<file path="src/rtl/bdlr_pkg.sv">
// Shared types, constants and the control store for the big-digit LCD renderer.
// No dependencies; every other file imports this package.
`default_nettype none

package bdlr_pkg;

  // Field widths of the request and result channels
  localparam int VALUE_W = 16;
  localparam int COL_W   = 6;
  localparam int ROW_W   = 2;
  localparam int CODE_W  = 8;
  localparam int CNT_W   = 3;   // digit counts and positions, 0..7

  // Parameter defaults
  localparam int MAX_DIGITS_DEF  = 4;
  localparam int DIGIT_PITCH_DEF = 4;

  localparam logic [CODE_W-1:0] SPACE_CODE = 8'd32;

  // Configuration register indexes
  localparam int CFG_IDX_W  = 1;
  localparam int CFG_DATA_W = 6;
  localparam logic [CFG_IDX_W-1:0] CFG_COLUMN_ORIGIN = 1'b0;
  localparam logic [CFG_IDX_W-1:0] CFG_ROW_ORIGIN    = 1'b1;

  // Elaboration-time power of ten
  function automatic int unsigned pow10(input int n);
    int unsigned p;
    p = 1;
    for (int i = 0; i < n; i++) begin
      p = p * 10;
    end
    return p;
  endfunction

  // Glyph cells: {defined, code[2:0]}; a cleared top bit leaves the cell blank.
  // Cells 0..2 are the upper row, 3..5 the lower row, left to right.
  localparam logic [3:0] GLYPH_TAB [10][6] = '{
    '{4'h8, 4'h9, 4'hA, 4'hB, 4'hC, 4'hD},
    '{4'h9, 4'hA, 4'h0, 4'hC, 4'hF, 4'hC},
    '{4'hE, 4'hE, 4'hA, 4'hB, 4'hC, 4'hC},
    '{4'hE, 4'hE, 4'hA, 4'hC, 4'hC, 4'hD},
    '{4'hB, 4'hC, 4'hF, 4'h0, 4'h0, 4'hF},
    '{4'hB, 4'hE, 4'hE, 4'hC, 4'hC, 4'hD},
    '{4'h8, 4'hE, 4'hE, 4'hB, 4'hC, 4'hD},
    '{4'h9, 4'h9, 4'hA, 4'h0, 4'h0, 4'hF},
    '{4'h8, 4'hE, 4'hA, 4'hB, 4'hC, 4'hD},
    '{4'h8, 4'hE, 4'hA, 4'hC, 4'hC, 4'hF}
  };

  function automatic logic [3:0] glyph_cell(input logic [3:0] digit, input logic [2:0] slot);
    logic [3:0] res;
    res = 4'h0;
    if (digit <= 4'd9 && slot <= 3'd5) begin
      res = GLYPH_TAB[digit][slot];
    end
    return res;
  endfunction

  // Datapath action selected by a control word
  typedef enum logic [2:0] {
    ACT_LOAD,        // take a request, clamp it
    ACT_EXTRACT,     // peel decimal digits by repeated subtraction
    ACT_STALE_INIT,  // point at the first stale position
    ACT_STALE,       // blank stale positions
    ACT_DIGIT_INIT,  // point at the leftmost digit, record digit count
    ACT_DBLANK,      // blank the current digit's 6 cells
    ACT_GLYPH        // write the current digit's glyph cells
  } act_t;

  // Branch condition tested when a step completes
  typedef enum logic [1:0] {
    BR_NEVER,
    BR_NO_STALE,
    BR_MORE_DIGITS
  } br_t;

  typedef enum logic [2:0] {
    S_IDLE,
    S_EXTRACT,
    S_STALE_INIT,
    S_STALE,
    S_DIGIT_INIT,
    S_DBLANK,
    S_GLYPH
  } step_t;

  typedef struct packed {
    act_t  act;
    br_t   br;
    step_t jmp;   // target when the branch is taken
    step_t nxt;   // target otherwise
  } ctl_t;

  // Status from the datapath to the sequencer
  typedef struct packed {
    logic done;         // current step finishes this cycle
    logic no_stale;     // no position needs blanking
    logic more_digits;  // another digit follows
  } sts_t;

  // Control store
  function automatic ctl_t ucode(input step_t s);
    ctl_t w;
    case (s)
      S_IDLE:       w = '{ACT_LOAD,       BR_NEVER,       S_IDLE,       S_EXTRACT};
      S_EXTRACT:    w = '{ACT_EXTRACT,    BR_NEVER,       S_IDLE,       S_STALE_INIT};
      S_STALE_INIT: w = '{ACT_STALE_INIT, BR_NO_STALE,    S_DIGIT_INIT, S_STALE};
      S_STALE:      w = '{ACT_STALE,      BR_NEVER,       S_IDLE,       S_DIGIT_INIT};
      S_DIGIT_INIT: w = '{ACT_DIGIT_INIT, BR_NEVER,       S_IDLE,       S_DBLANK};
      S_DBLANK:     w = '{ACT_DBLANK,     BR_NEVER,       S_IDLE,       S_GLYPH};
      S_GLYPH:      w = '{ACT_GLYPH,      BR_MORE_DIGITS, S_DBLANK,     S_IDLE};
      default:      w = '{ACT_LOAD,       BR_NEVER,       S_IDLE,       S_EXTRACT};
    endcase
    return w;
  endfunction

endpackage

`default_nettype wire

</file>
<file path="src/rtl/bdlr_if.sv">
// Valid/ready channel interfaces: value requests in, cell writes out.
// Depends on bdlr_pkg for field widths.
`default_nettype none

interface bdlr_in_if
  import bdlr_pkg::*;
  ();
  logic                      valid;
  logic                      ready;
  logic signed [VALUE_W-1:0] shown_value;

  modport source (output valid, output shown_value, input ready);
  modport sink (input valid, input shown_value, output ready);
endinterface

interface bdlr_out_if
  import bdlr_pkg::*;
  ();
  logic              valid;
  logic              ready;
  logic [COL_W-1:0]  cell_column;
  logic [ROW_W-1:0]  cell_row;
  logic [CODE_W-1:0] char_code;
  logic              last_write;

  modport source (output valid, output cell_column, output cell_row, output char_code,
                  output last_write, input ready);
  modport sink (input valid, input cell_column, input cell_row, input char_code,
                input last_write, output ready);
endinterface

`default_nettype wire

</file>
<file path="src/rtl/bdlr_useq.sv">
// Microcode sequencer: step counter over the control store in bdlr_pkg.
// Advances on the datapath's done flag, branching on a selected condition.
`default_nettype none

module bdlr_useq
  import bdlr_pkg::*;
(
  input  wire logic clk,
  input  wire logic rst_n,
  input  wire sts_t sts,
  output ctl_t      ctl
);

  step_t step_r, step_nxt;
  logic  taken;

  // Decode current word and pick the next step
  always_comb begin
    ctl = ucode(step_r);
    case (ctl.br)
      BR_NEVER:       taken = 1'b0;
      BR_NO_STALE:    taken = sts.no_stale;
      BR_MORE_DIGITS: taken = sts.more_digits;
      default:        taken = 1'b0;
    endcase
    if (!sts.done) begin
      step_nxt = step_r;
    end else if (taken) begin
      step_nxt = ctl.jmp;
    end else begin
      step_nxt = ctl.nxt;
    end
  end

  always_ff @(posedge clk) begin
    if (!rst_n) begin
      step_r <= S_IDLE;
    end else begin
      step_r <= step_nxt;
    end
  end

endmodule

`default_nettype wire

</file>
<file path="src/rtl/big_digit_lcd_renderer.sv">
// Big-digit LCD renderer: one request -> a run of cell writes, one per cycle at most.
// Steps: take the request, extract the digits (repeated subtraction), a setup step, blank
// the cells of any stale position, a second setup step, then blank and draw each digit.
// A new value is taken only once the sequencer is back in idle at the end of the run;
// back-pressure on the output channel stalls the cell writes.
// Reset (synchronous, rst_n low): sequencer idle, no result pending, origins 0, count 1.
`default_nettype none

module big_digit_lcd_renderer
  import bdlr_pkg::*;
#(
  parameter int MAX_DIGITS  = MAX_DIGITS_DEF,
  parameter int DIGIT_PITCH = DIGIT_PITCH_DEF
) (
  input  wire logic                  clk,
  input  wire logic                  rst_n,
  bdlr_in_if.sink                    in_ch,
  bdlr_out_if.source                 out_ch,
  input  wire logic                  cfg_we,
  input  wire logic [CFG_IDX_W-1:0]  cfg_index,
  input  wire logic [CFG_DATA_W-1:0] cfg_wdata
);

  localparam int unsigned LIMIT = pow10(MAX_DIGITS) - 1;
  localparam int VW = $clog2(LIMIT + 1);
  localparam int JW = (MAX_DIGITS > 1) ? $clog2(MAX_DIGITS) : 1;

  ctl_t ctl;
  sts_t sts;

  bdlr_useq u_useq (
    .clk   (clk),
    .rst_n (rst_n),
    .sts   (sts),
    .ctl   (ctl)
  );

  // Powers of ten for digit extraction
  logic [VW-1:0] p10_tab [MAX_DIGITS];
  for (genvar g = 0; g < MAX_DIGITS; g++) begin : g_p10
    assign p10_tab[g] = VW'(pow10(g));
  end

  // Registers
  logic [COL_W-1:0]  col_org_r;
  logic [ROW_W-1:0]  row_org_r;
  logic [VW-1:0]     val_r, val_nxt;
  logic [JW-1:0]     j_r, j_nxt;
  logic [3:0]        dig_r, dig_nxt;
  logic [3:0]        digits_r [MAX_DIGITS];
  logic [3:0]        digits_nxt [MAX_DIGITS];
  logic [CNT_W-1:0]  cnt_r, cnt_nxt;
  logic [CNT_W-1:0]  prev_r, prev_nxt;
  logic [CNT_W-1:0]  k_r, k_nxt;
  logic [2:0]        c_r, c_nxt;
  logic              ov_r, ov_nxt;
  logic [COL_W-1:0]  ocol_r, ocol_nxt;
  logic [ROW_W-1:0]  orow_r, orow_nxt;
  logic [CODE_W-1:0] ocode_r, ocode_nxt;
  logic              olast_r, olast_nxt;

  // Combinational helpers
  logic              go;
  logic              out_load;
  logic [31:0]       raw_ext;
  logic [31:0]       clamped;
  logic              ge;
  logic [CNT_W-1:0]  cnt_eff;
  logic [CNT_W-1:0]  bound;
  logic [CNT_W-1:0]  k_inc;
  logic [CNT_W-1:0]  di;
  logic [3:0]        cur_digit;
  logic [3:0]        gcell;
  logic              adv;
  logic              lower;
  logic [1:0]        cell_i;
  logic [COL_W-1:0]  pos_col;
  logic [COL_W-1:0]  cell_col;
  logic [ROW_W-1:0]  cell_rw;

  assign go      = !ov_r || out_ch.ready;
  assign cnt_eff = (cnt_r == '0) ? CNT_W'(1) : cnt_r;
  assign bound   = (32'(prev_r) > MAX_DIGITS) ? CNT_W'(MAX_DIGITS) : prev_r;
  assign k_inc   = k_r + CNT_W'(1);
  assign ge      = val_r >= p10_tab[j_r];

  // Request clamp to 0..LIMIT
  assign raw_ext = in_ch.shown_value[VALUE_W-1] ? 32'd0
                 : {{(32-VALUE_W+1){1'b0}}, in_ch.shown_value[VALUE_W-2:0]};
  assign clamped = (raw_ext > 32'(LIMIT)) ? 32'(LIMIT) : raw_ext;

  // Cell addressing and glyph lookup
  assign di        = cnt_eff - CNT_W'(1) - k_r;
  assign cur_digit = digits_r[di[JW-1:0]];
  assign gcell     = glyph_cell(cur_digit, c_r);
  assign lower     = c_r >= 3'd3;
  assign cell_i    = lower ? 2'(c_r - 3'd3) : c_r[1:0];
  assign pos_col   = col_org_r + COL_W'(32'(k_r) * DIGIT_PITCH);
  assign cell_col  = pos_col + COL_W'(cell_i);
  assign cell_rw   = row_org_r + ROW_W'(lower);

  assign in_ch.ready = (ctl.act == ACT_LOAD);

  // Datapath actions under the control word
  always_comb begin
    val_nxt    = val_r;
    j_nxt      = j_r;
    dig_nxt    = dig_r;
    digits_nxt = digits_r;
    cnt_nxt    = cnt_r;
    prev_nxt   = prev_r;
    k_nxt      = k_r;
    c_nxt      = c_r;
    ocol_nxt   = ocol_r;
    orow_nxt   = orow_r;
    ocode_nxt  = ocode_r;
    olast_nxt  = olast_r;
    out_load   = 1'b0;
    adv        = 1'b0;
    sts.done        = 1'b0;
    sts.no_stale    = cnt_eff >= bound;
    sts.more_digits = k_inc != cnt_eff;

    case (ctl.act)
      ACT_LOAD: begin
        if (in_ch.valid) begin
          val_nxt  = clamped[VW-1:0];
          j_nxt    = JW'(MAX_DIGITS - 1);
          dig_nxt  = 4'd0;
          cnt_nxt  = '0;
          sts.done = 1'b1;
        end
      end
      ACT_EXTRACT: begin
        if (ge) begin
          val_nxt = val_r - p10_tab[j_r];
          dig_nxt = dig_r + 4'd1;
        end else begin
          digits_nxt[j_r] = dig_r;
          // first nonzero digit from the top fixes the count
          if (cnt_r == '0 && dig_r != 4'd0) begin
            cnt_nxt = CNT_W'(j_r) + CNT_W'(1);
          end
          dig_nxt = 4'd0;
          if (j_r == '0) begin
            sts.done = 1'b1;
          end else begin
            j_nxt = j_r - JW'(1);
          end
        end
      end
      ACT_STALE_INIT: begin
        k_nxt    = cnt_eff;
        c_nxt    = 3'd0;
        sts.done = 1'b1;
      end
      ACT_STALE: begin
        if (go) begin
          out_load  = 1'b1;
          ocol_nxt  = cell_col;
          orow_nxt  = cell_rw;
          ocode_nxt = SPACE_CODE;
          olast_nxt = 1'b0;
          if (c_r == 3'd5) begin
            c_nxt    = 3'd0;
            k_nxt    = k_inc;
            sts.done = k_inc >= bound;
          end else begin
            c_nxt = c_r + 3'd1;
          end
        end
      end
      ACT_DIGIT_INIT: begin
        k_nxt    = '0;
        c_nxt    = 3'd0;
        prev_nxt = cnt_eff;
        sts.done = 1'b1;
      end
      ACT_DBLANK: begin
        if (go) begin
          out_load  = 1'b1;
          ocol_nxt  = cell_col;
          orow_nxt  = cell_rw;
          ocode_nxt = SPACE_CODE;
          olast_nxt = 1'b0;
          if (c_r == 3'd5) begin
            c_nxt    = 3'd0;
            sts.done = 1'b1;
          end else begin
            c_nxt = c_r + 3'd1;
          end
        end
      end
      ACT_GLYPH: begin
        // undefined cells keep the blank and are passed over without a write
        adv = go || !gcell[3];
        if (go && gcell[3]) begin
          out_load  = 1'b1;
          ocol_nxt  = cell_col;
          orow_nxt  = cell_rw;
          ocode_nxt = {{(CODE_W-3){1'b0}}, gcell[2:0]};
          olast_nxt = (c_r == 3'd5) && !sts.more_digits;
        end
        if (adv) begin
          if (c_r == 3'd5) begin
            c_nxt    = 3'd0;
            k_nxt    = k_inc;
            sts.done = 1'b1;
          end else begin
            c_nxt = c_r + 3'd1;
          end
        end
      end
      default: begin
      end
    endcase

    // Output register
    if (out_load) begin
      ov_nxt = 1'b1;
    end else if (out_ch.ready) begin
      ov_nxt = 1'b0;
    end else begin
      ov_nxt = ov_r;
    end
  end

  // Control and configuration registers
  always_ff @(posedge clk) begin
    if (!rst_n) begin
      col_org_r <= '0;
      row_org_r <= '0;
      prev_r    <= CNT_W'(1);
      cnt_r     <= '0;
      k_r       <= '0;
      c_r       <= 3'd0;
      j_r       <= '0;
      dig_r     <= 4'd0;
      ov_r      <= 1'b0;
    end else begin
      prev_r <= prev_nxt;
      cnt_r  <= cnt_nxt;
      k_r    <= k_nxt;
      c_r    <= c_nxt;
      j_r    <= j_nxt;
      dig_r  <= dig_nxt;
      ov_r   <= ov_nxt;
      if (cfg_we) begin
        case (cfg_index)
          CFG_COLUMN_ORIGIN: col_org_r <= cfg_wdata[COL_W-1:0];
          CFG_ROW_ORIGIN:    row_org_r <= cfg_wdata[ROW_W-1:0];
          default: begin
          end
        endcase
      end
    end
  end

  // Payload registers
  always_ff @(posedge clk) begin
    val_r    <= val_nxt;
    digits_r <= digits_nxt;
    ocol_r   <= ocol_nxt;
    orow_r   <= orow_nxt;
    ocode_r  <= ocode_nxt;
    olast_r  <= olast_nxt;
  end

  assign out_ch.valid       = ov_r;
  assign out_ch.cell_column = ocol_r;
  assign out_ch.cell_row    = orow_r;
  assign out_ch.char_code   = ocode_r;
  assign out_ch.last_write  = olast_r;

  // Assertions
  a_prev_range: assert property (@(posedge clk) disable iff (!rst_n)
    prev_r != '0 && 32'(prev_r) <= MAX_DIGITS)
    else $error("digit count memory out of range");

  a_last_ends_run: assert property (@(posedge clk) disable iff (!rst_n)
    out_load && olast_nxt |=> in_ch.ready)
    else $error("final cell write did not return the sequencer to idle");

  a_digit_in_range: assert property (@(posedge clk) disable iff (!rst_n)
    (ctl.act == ACT_DBLANK || ctl.act == ACT_GLYPH) |-> k_r < cnt_eff)
    else $error("digit position beyond the digit count");

endmodule

`default_nettype wire
</file>
<file path="src/flat_wrapper.sv">
// flat-port wrapper written by rule: the top's interface ports become plain ports
module big_digit_lcd_renderer_flat import bdlr_pkg::*;
#(
  parameter int MAX_DIGITS  = MAX_DIGITS_DEF,
  parameter int DIGIT_PITCH = DIGIT_PITCH_DEF
)
  (clk, rst_n, cfg_we, cfg_index, cfg_wdata, in_ch_valid, in_ch_shown_value, in_ch_ready, out_ch_valid, out_ch_cell_column, out_ch_cell_row, out_ch_char_code, out_ch_last_write, out_ch_ready);
  bdlr_in_if in_ch_i ();
  bdlr_out_if out_ch_i ();
  input  wire logic clk;
  input  wire logic rst_n;
  input  wire logic cfg_we;
  input  wire logic [CFG_IDX_W-1:0] cfg_index;
  input  wire logic [CFG_DATA_W-1:0] cfg_wdata;
  input wire logic [$bits(in_ch_i.valid)-1:0] in_ch_valid;
  input wire logic [$bits(in_ch_i.shown_value)-1:0] in_ch_shown_value;
  output wire logic [$bits(in_ch_i.ready)-1:0] in_ch_ready;
  output wire logic [$bits(out_ch_i.valid)-1:0] out_ch_valid;
  output wire logic [$bits(out_ch_i.cell_column)-1:0] out_ch_cell_column;
  output wire logic [$bits(out_ch_i.cell_row)-1:0] out_ch_cell_row;
  output wire logic [$bits(out_ch_i.char_code)-1:0] out_ch_char_code;
  output wire logic [$bits(out_ch_i.last_write)-1:0] out_ch_last_write;
  input wire logic [$bits(out_ch_i.ready)-1:0] out_ch_ready;
  assign in_ch_i.valid = in_ch_valid;
  assign in_ch_i.shown_value = in_ch_shown_value;
  assign in_ch_ready = in_ch_i.ready;
  assign out_ch_valid = out_ch_i.valid;
  assign out_ch_cell_column = out_ch_i.cell_column;
  assign out_ch_cell_row = out_ch_i.cell_row;
  assign out_ch_char_code = out_ch_i.char_code;
  assign out_ch_last_write = out_ch_i.last_write;
  assign out_ch_i.ready = out_ch_ready;
  big_digit_lcd_renderer #(.MAX_DIGITS(MAX_DIGITS), .DIGIT_PITCH(DIGIT_PITCH)) u_core (.clk(clk), .rst_n(rst_n), .in_ch(in_ch_i), .out_ch(out_ch_i), .cfg_we(cfg_we), .cfg_index(cfg_index), .cfg_wdata(cfg_wdata));
endmodule
</file>
<file path="config.mk">
export PLATFORM = sky130hd
export DESIGN_NAME = big_digit_lcd_renderer_flat
export DESIGN_NICKNAME = d
export VERILOG_FILES = /design/src/rtl/bdlr_pkg.sv /design/src/rtl/bdlr_if.sv /design/src/rtl/bdlr_useq.sv /design/src/rtl/big_digit_lcd_renderer.sv /design/src/flat_wrapper.sv
export SDC_FILE = /design/constraint.sdc
export NUM_CORES = 1
export LEC_CHECK = 0
export ABC_CLOCK_PERIOD_IN_PS = 4200
export BUFFER_PORTS_ARGS = -buffer_cell sky130_fd_sc_hd__clkbuf_2
export CORE_UTILIZATION = 50
export DETAILED_ROUTE_END_ITERATION = 10
export PLACE_DENSITY = 0.71
export RECOVER_POWER = 100
export SETUP_SLACK_MARGIN = 0.5
export SYNTH_ARGS = -nofsm -noshare
export SYNTH_HDL_FRONTEND = slang
export SYNTH_SLANG_ARGS = --single-unit
</file>
<file path="constraint.sdc">
create_clock -name clk -period 4.2 [get_ports clk]
set_clock_uncertainty 0.05 [all_clocks]
set_input_delay 0.42 -clock clk [delete_from_list [all_inputs] [get_ports clk]]
set_output_delay 0.42 -clock clk [all_outputs]
set_load 0.01 [all_outputs]
</file>
==> flow_metrics.tcl <==
set metrics [dict create \
    hold_violations 0 \
    cp_slowest_stage_delay_ps 590 \
    synthCells 508 \
    numClockSinks 73 \
    initial_utilization_pct 51.88 \
    fin_crit_sh_pct 90.99 \
    cp.arrival_ps 3890 \
    finalPower_mw 2.269 \
    setup_viol 0 \
    dpl_worst_slack_ps 169.9 \
    dr.first_iter.drc_count 257 \
    multiInputGateArea_um2 2766 \
    crit_slowest_cell "mux4_2" \
    slew_headroom_pct 22.94 \
    synth-main-ff-cell "edfxtp_1" \
    dp_hpwl_um 7877 \
    setup_slack_ps 378.6 \
    globalplace.congestion 0.8449 \
    clkSlewWorstSetupHoldPaths_ps 80 \
    whs_ps 251.7 \
    utilization_pct 58.86 \
    numCtsBuffers 9 \
    fmax_mhz 261.7 \
    grt_pass1_vias 3667 \
    critPathRequiredTime_ps 4270 \
    core_area_um2 9328 \
    synth_area_um2 4840 \
    hold_class "in2reg" \
    worst_pin_slew_ps 1141 \
    clockBufferDepth 2 \
    drv_slew 0 \
    ys_ff_latch 73 \
    diodes 0 \
    die_width_um 100.4 \
    yosysSeqAreaShare_pct 39.09 \
    wl_um 10600 \
    area_growth_pct 13.44 \
    io_pins 47 \
    rows 35 \
    rr_startpoint "u_core.cnt_r[2]" \
    route.detailed.drc 0 \
    critPathLaunchType "flop" \
    via_per_inst 5.652 \
    final_antenna_net_count 0 \
    syn_area_per_cell_um2 9.527 \
    tns_ps 0 \
    grt-ovfl-total 0 \
    critPathCaptureType "flop" \
    drive_gt1_share_pct 15.89 \
    r2r_slack_ps 380 \
    grt.total_usage_pct 21.98 \
    cts_max_level 3 \
    cts_hold_buf 0 \
    status "finished clean" \
    synth_enable_flop_cells 43 \
    rsz0062_at_grt "false" \
    die_area_um2 10080 \
    whs_path_depth 3 \
    ys_types 74 \
    cts-root-buf "clkbuf_8" \
    p_leak_nw 2.104 \
    regArea_um2 1897 \
    antenna_found_initial 0 \
    synthArstFlopShare_pct 0 \
    timing.final.crit_period_ps 3821 \
    routedWlPerCell_um 15.38 \
    tritoncts "done" \
    firstDrtPassIters 5 \
    fillers 815 \
    clkLatencyLatePin_ps 360 \
    final_nets 625 \
    cp_max_fo 13 \
    reg2reg_to "u_core.out_ch.cell_row[0]" \
    reg2reg_depth 15 \
    grt_pass1_wl_um 17420 \
    numPortBuffers 42 \
    hp-start "cfg_wdata[3]" \
    peakVddDrop_v 0.0002538 \
    grt_max_degree 27 \
    vias 3894 \
    setup.worst_path.start "u_core.cnt_r[2]" \
    die_height_um 100.4 \
    yosysWarnings 0 \
    power_per_cell_area_nw_per_um2 413.2 \
    worstHoldEndpoint "u_core.col_org_r[3]" \
    drv_cap 0 \
    crit_chain "nor2_2 > nor2_2 > inv_2 > ha_4 > mux4_2 > ha_4 > or3b_4 > a221oi_1 > o21ai_2 > nand3_2 > a31o_4 > o21bai_1 > a21oi_1 > nor2_4 > buf_12" \
    path_class "reg2reg" \
]
[report_power, final]
| group | switching, mW | internal, mW |
|---|---|---|
| clock network | 0.275 | 0.336 |
| logic | 0.438 | 0.326 |
| registers | 0.0487 | 0.844 |
| total | 0.762 | 1.51 |
[timing repair]
action | CTS | global route
pin swaps | 4 | 6
endpoints found under the setup margin | 23 | 19
resized for setup | 6 | 2
setup buffers | 4 | 5
[cell usage in the layout, fill, tap and decap left out, types with 5 or more instances in the layout]
| cell | Yosys | final |
|---|---|---|
| dfxtp_1 | 30 | 28 |
| o21ai_0 | 19 | 24 |
| clkbuf_8 | 0 | 9 |
| nand2_1 | 41 | 41 |
| mux2i_1 | 10 | 10 |
| xor2_1 | 7 | 7 |
| clkbuf_2 | 0 | 25 |
| clkbuf_1 | 15 | 19 |
| ha_1 | 40 | 37 |
| a21oi_1 | 34 | 34 |
| nor2b_1 | 12 | 12 |
| nor2_1 | 48 | 45 |
| edfxtp_1 | 43 | 43 |
| nor4_1 | 6 | 6 |
| o21ai_1 | 17 | 10 |
| o211ai_1 | 5 | 5 |
| a22oi_1 | 8 | 8 |
| inv_1 | 28 | 25 |
| a211oi_1 | 6 | 6 |
| buf_4 | 4 | 10 |
| nand2b_1 | 11 | 11 |
| o31ai_1 | 5 | 5 |
| nand3_1 | 18 | 17 |
| xnor2_1 | 10 | 10 |
| and3_1 | 5 | 5 |
| or3_1 | 8 | 8 |
[how the worst max path moves through the flow]
| stage | end | cells past startpoint |
|---|---|---|
| 2_1_floorplan | u_core.out_ch.cell_column[0] | 17 |
| 3_3_place_gp | u_core.out_ch.cell_column[0] | 15 |
| 3_5_place_dp | u_core.out_ch.cell_column[1] | 15 |
| 4_1_cts | u_core.out_ch.cell_column[5] | 15 |
| 5_1_grt | u_core.c_r[1] | 16 |
| 6_report | u_core.out_ch.cell_row[0] | 15 |
[metal layers]
layer | vias up | part of all wire (%) | track usage (%)
met1 | 1872 | 48 | 30.12
met3 | 9 | 3.5 | 3.691
met2 | 81 | 48 | 35.99
met5 | - | 0 | 0
li1 | 1932 | - | -
met4 | 0 | 1.1 | 6.020
[cell usage after synthesis (all sizes together) (5+ instances only)]
library cell	n	area share [%]
a211oi	6	0.93
a21oi	34	3.5
a22oi	8	1.2
and3	5	0.65
buf	8	1.2
clkbuf	15	1.2
dfxtp	30	12
edfxtp	43	27
ha	40	10
inv	29	2.3
mux2i	11	2.5
nand2	42	3.3
nand2b	11	1.4
nand3	18	1.9
nor2	49	4.1
nor2b	12	1.6
nor4	6	0.78
o211ai	6	1.2
o21ai	36	3.7
o31ai	7	1.5
or3	8	1.0
xnor2	10	1.8
xor2	7	1.3
[through the flow]
step | cell area [um^2] | cells
2_1_floorplan | 4912 | 511
3_3_place_gp | 5201 | 664
3_5_place_dp | 5201 | 664
4_1_cts | 5492 | 684
5_1_grt | 5490 | 689
6_report | 5490 | 689
[sequential cells by signal (all words and copies together), names as in the netlist]
signal and cells:
u_core.c_r 3, u_core.cnt_r 3, u_core.col_org_r 6, u_core.dig_r 4
u_core.digits_r 16, u_core.j_r 2, u_core.k_r 3, u_core.out_ch.cell_column 6
u_core.out_ch.cell_row 2, u_core.out_ch.char_code 4, u_core.out_ch.last_write 1, u_core.out_ch.valid 1
u_core.prev_r 3, u_core.row_org_r 2, u_core.u_useq.step_r 3, u_core.val_r 14
[cell type report]
type	count	area share (%)
multi-input combinational	383	50.39
sequential	73	34.55
timing repair buffer	57	5.880
tap	129	2.940
clock buffer	10	2.325
inverter	31	2.256
clock inverter	6	1.664
[worst max-delay path, delay by kind of cell, from the launching register on]
kind	cells	cell delay, ps
buffers and inverters	2	230
adder cells (fa/ha/maj)	2	520
AO/OA/AOI/OAI	5	1070
multiplexers	1	590
AND/OR/NAND/NOR	5	760
flip-flops	1	360
[kinds of logic (layout without fill, tap and decap cells)]
kind of cell               count (synthesis)  after routing  synth area share, %
and+or+nand+nor                          175            175                18.28
AOI/OAI and AO/OA                        127            127                17.74
DFF                                       73             73                39.09
buffers and inverters                     55            104                5.067
adders and majority gates                 42             42                11.17
xor gates and xnor gates                  18             18                3.568
muxes                                     17             17                5.015
other                                      1              4              0.07749
Note: power is estimated with default switching activity, not from simulation.
